**config.mk**
```make
export PLATFORM = sky130hd
export DESIGN_NAME = clf_front
export DESIGN_NICKNAME = d
export VERILOG_FILES = /design/src/hw/rtl/clf_pkg.sv /design/src/hw/rtl/clf_front.sv
export SDC_FILE = /design/constraint.sdc
export NUM_CORES = 1
export LEC_CHECK = 0
export ABC_AREA = 1
export BUFFER_PORTS_ARGS = -buffer_cell sky130_fd_sc_hd__buf_2
export CORE_ASPECT_RATIO = 1.25
export CORE_UTILIZATION = 57
export DETAILED_ROUTE_END_ITERATION = 7
export PLACE_DENSITY = 0.84
export SLEW_MARGIN = 20
export SYNTH_ARGS = -nofsm -noshare
export SYNTH_HDL_FRONTEND = slang
export SYNTH_SLANG_ARGS = --single-unit
```
**constraint.sdc**
```tcl
create_clock -name i_clk -period 3.6 [get_ports i_clk]
set_clock_uncertainty 0.15 [all_clocks]
set_input_delay 0.54 -clock i_clk [delete_from_list [all_inputs] [get_ports i_clk]]
set_output_delay 0.54 -clock i_clk [all_outputs]
set_load 0.05 [all_outputs]
```
**src/hw/rtl/clf_pkg.sv**
```systemverilog
`timescale 1ns / 1ps

package clf_pkg;

    localparam int unsigned QDEPTH = 4;
    localparam int unsigned QAW    = $clog2(QDEPTH);
    localparam int unsigned CW     = 48;
    localparam int unsigned DW     = 32;
    localparam int unsigned AW     = 84;

    localparam logic [1:0] KIND_START = 2'd0;
    localparam logic [1:0] KIND_FLL   = 2'd1;
    localparam logic [1:0] KIND_PLL   = 2'd2;

    localparam logic [2:0] CFG_FLL_LAG2 = 3'd0;
    localparam logic [2:0] CFG_FLL_LAG1 = 3'd1;
    localparam logic [2:0] CFG_FLL_NOW  = 3'd2;
    localparam logic [2:0] CFG_PLL_LAG1 = 3'd3;
    localparam logic [2:0] CFG_PLL_NOW  = 3'd4;

    localparam logic signed [CW-1:0] RST_FLL_LAG2 = 48'sd204280464348;
    localparam logic signed [CW-1:0] RST_FLL_LAG1 = -48'sd408758805604;
    localparam logic signed [CW-1:0] RST_FLL_NOW  = 48'sd204478405179;
    localparam logic signed [CW-1:0] RST_PLL_LAG1 = -48'sd30821509949817;
    localparam logic signed [CW-1:0] RST_PLL_NOW  = 48'sd31262018288369;

    typedef enum logic [1:0] {
        OP_START,
        OP_FLL,
        OP_PLL
    } t_op;

    typedef struct packed {
        t_op                    op;
        logic signed [DW-1:0]   value;
    } t_item;

    typedef struct packed {
        logic signed [CW-1:0] fll_lag2;
        logic signed [CW-1:0] fll_lag1;
        logic signed [CW-1:0] fll_now;
        logic signed [CW-1:0] pll_lag1;
        logic signed [CW-1:0] pll_now;
    } t_coefs;

    typedef struct packed {
        logic  valid;
        t_item item;
    } t_head;

    typedef enum logic [1:0] {
        ST_IDLE,
        ST_MUL,
        ST_DRAIN,
        ST_FIN
    } t_state;

endpackage

```
**src/hw/rtl/clf_front.sv**
```systemverilog
`timescale 1ns / 1ps

module clf_front (
    input  logic                          i_clk,
    input  logic                          i_rst_n,
    input  logic                          push,
    output logic                          full,
    input  logic [1:0]                    i_kind,
    input  logic signed [clf_pkg::DW-1:0] i_sample_value,
    output clf_pkg::t_head                o_head,
    input  logic                          i_head_pop
);

    clf_pkg::t_item        r_mem [clf_pkg::QDEPTH];
    logic [clf_pkg::QAW-1:0] r_wr_ptr;
    logic [clf_pkg::QAW-1:0] r_rd_ptr;
    logic [clf_pkg::QAW:0]   r_count;
    logic                  w_accept;
    logic                  w_keep;
    logic                  w_pop;
    clf_pkg::t_item        w_item;

    always_comb begin
        w_keep = 1'b1;
        w_item.value = i_sample_value;
        unique case (i_kind)
            clf_pkg::KIND_START: w_item.op = clf_pkg::OP_START;
            clf_pkg::KIND_FLL:   w_item.op = clf_pkg::OP_FLL;
            clf_pkg::KIND_PLL:   w_item.op = clf_pkg::OP_PLL;
            default: begin
                w_item.op = clf_pkg::OP_START;
                w_keep    = 1'b0;
            end
        endcase
    end

    assign full     = (r_count == (clf_pkg::QAW+1)'(clf_pkg::QDEPTH));
    assign w_accept = push && !full && w_keep;
    assign w_pop    = i_head_pop && (r_count != '0);

    always_ff @(posedge i_clk) begin
        if (w_accept) begin
            r_mem[r_wr_ptr] <= w_item;
        end
    end

    always_ff @(posedge i_clk) begin
        if (!i_rst_n) begin
            r_wr_ptr <= '0;
            r_rd_ptr <= '0;
            r_count  <= '0;
        end else begin
            if (w_accept) begin
                r_wr_ptr <= r_wr_ptr + 1'b1;
            end
            if (w_pop) begin
                r_rd_ptr <= r_rd_ptr + 1'b1;
            end
            if (w_accept && !w_pop) begin
                r_count <= r_count + 1'b1;
            end else if (!w_accept && w_pop) begin
                r_count <= r_count - 1'b1;
            end
        end
    end

    assign o_head.valid = (r_count != '0);
    assign o_head.item  = r_mem[r_rd_ptr];

endmodule

```
# Yosys cells after proc, flatten, opt, wreduce, memory -nomap -nowiden
# Memories as Yosys holds them, arrays and structs flattened. A register that Yosys moved wholly into a read port is not among the register bits.
# Index checks and enable logic that the tools add are counted.
# classes
eq_ne	3
reduce_logical	12
muxes	8
add_sub_neg	4
# ops
op	count
$mux 3	2
$logic_and 1x1->1	5
$add 2x1->2 const B	2
$mux 2	2
$pmux 2 s2	1
$add 3x1->3 const B	1
$eq 3x3->1 const B	1
$logic_not 1->1	3
$mux 1	3
$reduce_bool 3->1	1
$reduce_or 3->1	1
$sub 3x1->3 const B	1
$eq 2x1->1 const B	1
$eq 2x2->1 const B	1
$logic_not 2->1	1
$reduce_bool 2->1	1
# totals
register_bits	7
out_inout_bits	36
mem_count	1
mem_bits_rw	136
inputBits	38
word_cells	31
# memory_table
name	depth	word_bits	read_ports	rd_clocked_by_memory_dff	wr	line_no	source
r_mem	4	34	1	1	1	clf_front.sv:14	clf_pkg::t_item r_mem [clf_pkg::QDEPTH];

# Longest topological paths before layout
# depth
word_depth	8
mapped_depth	13
ltp_nobuf	13

# Worst setup path before layout
# Ideal clock, no wire load.
# synth_path
path_kind	input -> register
from	in push
to	mem r_mem[0][0] (netlist name), enable pin
arrival_time_ns	2.285
cell_stages	4
required_time_ns	3.025
setup_slack_ns	0.740
setup_time_ns	0.425
path_buffers	0
path_cell_list	inv_1 a21oi_2 nand2_1 nor2_1
# synth_between
elab_chain_len	4
# synth_lines
item	line_no	source
from (decl)	clf_front.sv:6	input logic push,
$logic_and 1x1->1 (2 in series)	clf_front.sv:38	assign w_accept = push && !full && w_keep;
$mux 1	clf_front.sv:42	if (w_accept) begin
$mux 1 (implied by the code)	clf_front.sv:43	r_mem[r_wr_ptr] <= w_item;
to (decl)	clf_front.sv:14	
# Every way passes these cells.

==> results.yml <==
pwr:
  p_comb_share_pct: 29.5
  p_clk_share_pct: 31.5
  p_leak_uw: 0.00240
  swShare_pct: 36.3
  power.net_switching_uw: 1950
  peakVddDrop_v: 0.000508
  internal_power_uw: 3420
  power_per_cell_area_mw_per_mm2: 816
  seqPwrFrac_pct: 39.0
synthesis:
  yosys.area_share.adder_pct: 1.49
  syn_nets: 448
  synthSimpleGateAreaFrac_pct: 7.19
  yosysWarnings: 0
  ys_seq_elements: 145
  synthCells: 404
  synth_top_family_by_area: "compound AO/OA/AOI/OAI gates"
  synthMuxAreaShare_pct: 0
  netlist_area_mm2: 0.00555
  ys_types: 21
  synth_xor_area_share_pct: 0.158
  syn_area_per_cell_um2: 13.7
  synth_compound_area_share_pct: 10.5
  seq_area_frac_synth_pct: 76.8
critical_path:
  r2r-start: "r_count[0]"
  endpoint_kind: "primary output"
  crit_path_top_delay_cell: "dfxtp_2"
  r2r_slack_ns: 1.26
  crit_arrival_ns: 2.32
  path_cells: "buf_4 > o21ai_0 > o22ai_1 > buf_2"
  cp.required_ns: 2.91
  crit_buf_inv: 2
  slowest_delay_ns: 0.69
  critPathMaxFanout: 38
  crit_family: "buffers and inverters"
  start_kind: "flip-flop"
  worst-setup-path-type: "flip-flop to primary output"
floorplanning:
  rows: 39
  core-area_mm2: 0.00932
  dieArea_mm2: 0.0101
  die_w_um: 90.3
  ios: 74
  start_util_pct: 59.5
  die_h_um: 112
timing:
  fin_crit_ns: 3.01
  setup_viol: 0
  max_slew_margin_pct: 52.9
  grt_setup_unrepaired: "false"
  tns_ns: 0
  post-route-period-util_pct: 83.5
  finalHoldViolations: 0
  tightest_slew_ns: 0.705
  fmaxAchievable_mhz: 333
  slew_viol_final: 0
cts:
  cts_resized: 0
  postCtsHoldBufs: 0
  cts_tree: "built"
  cts.sinks: 145
  cts_setup_buffers: 0
  cts-root-buf: "clkbuf_16"
  cts_max_level: 4
  clockBufferDepth: 2
  path_clk_slew_ns: 0.05
  clk_latency_ns: 0.41
  cts_buffers: 17
drt:
  drc: 0
  dr.first_iter.drc_count: 325
  routedWlPerCell_um: 17.9
  wirelength_mm: 11.0
  postRouteAntennaNets: 0
  dr.pass1.iters: 5
  via_count: 3509
  viasPerCell: 5.69
grt:
  gr-total-overflow: 0
  grt_pass1_wl_mm: 17.4
  grt_max_degree: 69
  antenna_found_initial: 0
  grt_use_total_pct: 23.3
  grt_pass1_vias: 3579
placement:
  hpwl_mm: 6.34
  globalplace.congestion: 0.737
  port_buffers: 73
finish:
  final_nets: 526
  final_cell_mix: "edfxtp_1, nor2_1, buf_2"
  utilization_pct: 70.7
  final_common_cell: "edfxtp_1"
  diodes: 0
  area_growth_pct: 18.8
  layout-drive-gt1-share_pct: 23.7
worst_hold_path:
  hp-start: "i_sample_value[24]"
  hold_path.class: "primary input to flip-flop"
run_status:
  outcome: "complete, no violations"
run:
  drv_cap: 0
[worst reg2reg max path: cells and delay by family (launching register included)]
kind | cells | cell delay [ns]
AOI/OAI and AO/OA | 1 | 0.18
and+or+nand+nor | 4 | 0.71
DFF | 1 | 0.35
buffers and inverters | 2 | 0.20
adders and majority gates | 2 | 0.65
[synthesized netlist by cell type (all sizes together)]
cell type,instances,area share (%)
o22ai,34,3.8
inv,20,1.4
xor2,1,0.16
ha,5,1.1
nand2,15,1.0
nor2,84,5.7
o21ai,69,6.2
clkbuf,3,0.25
dfxtp,9,3.2
nand3b,1,0.14
nand3,4,0.36
edfxtp,136,74
fa,1,0.36
a21oi,4,0.43
buf,18,2.2
[routing by layer]
metal | track usage [%] | wire length, µm | vias to the layer above
met3 | 7.99 | 700 | 21
met4 | 10.8 | 246 | 0
li1 | - | - | 1630
met1 | 26.9 | 4410 | 1714
met5 | 0 | 0 | -
met2 | 39.3 | 5680 | 144
[cell families after synthesis]
group | after synthesis
AND/OR/NAND/NOR | 104
buffers and inverters | 41
adder cells (fa/ha/maj) | 6
flip-flops | 145
AO/OA/AOI/OAI | 107
XOR/XNOR | 1
[layout make-up]
cell class,instances,area (µm²)
Sequential cell,145,4270
Fill cell,604,2730
Clock inverter,13,145
Clock buffer,18,429
Tap cell,123,154
Multi-Input combinational cell,218,1100
Timing Repair Buffer,80,418
Inverter,20,77.6
[per-stage QoR]
stage	power [µW]	hold WS [ns]	cell area, µm²	setup WS [ns]	std cells
final	5380	0.184	6590	0.594	617
after global routing	5600	0.167	6590	0.404	617
after CTS	5410	0.171	6590	0.574	617
after detailed placement	3710	0.336	6020	1.02	586
after global placement	3670	0.331	6020	1.10	586
after floorplan	3350	0.315	5550	0.740	404
[power groups by stage]
stage          combinational [µW]  sequential (µW)  clock (µW)
6_report                     1580             2100        1690
5_1_grt                      1690             2110        1790
4_1_cts                      1590             2100        1710
3_5_place_dp                 1580             2130           0
3_3_place_gp                 1550             2120           0
2_1_floorplan                1270             2080           0
[registers in the layout, indices dropped and copies added, names as in the netlist, named ones only]
signal and count:
r_mem 136, r_count 3, r_rd_ptr 2, r_wr_ptr 2
[final timing paths]
path,to,depth (start not counted)
worst max-delay path,o_head[25],4
worst min-delay path,r_mem[1][24],1
worst max register to register,r_count[1],9
worst min register to register,r_rd_ptr[1],2
Power figures use the tool's default switching activity.
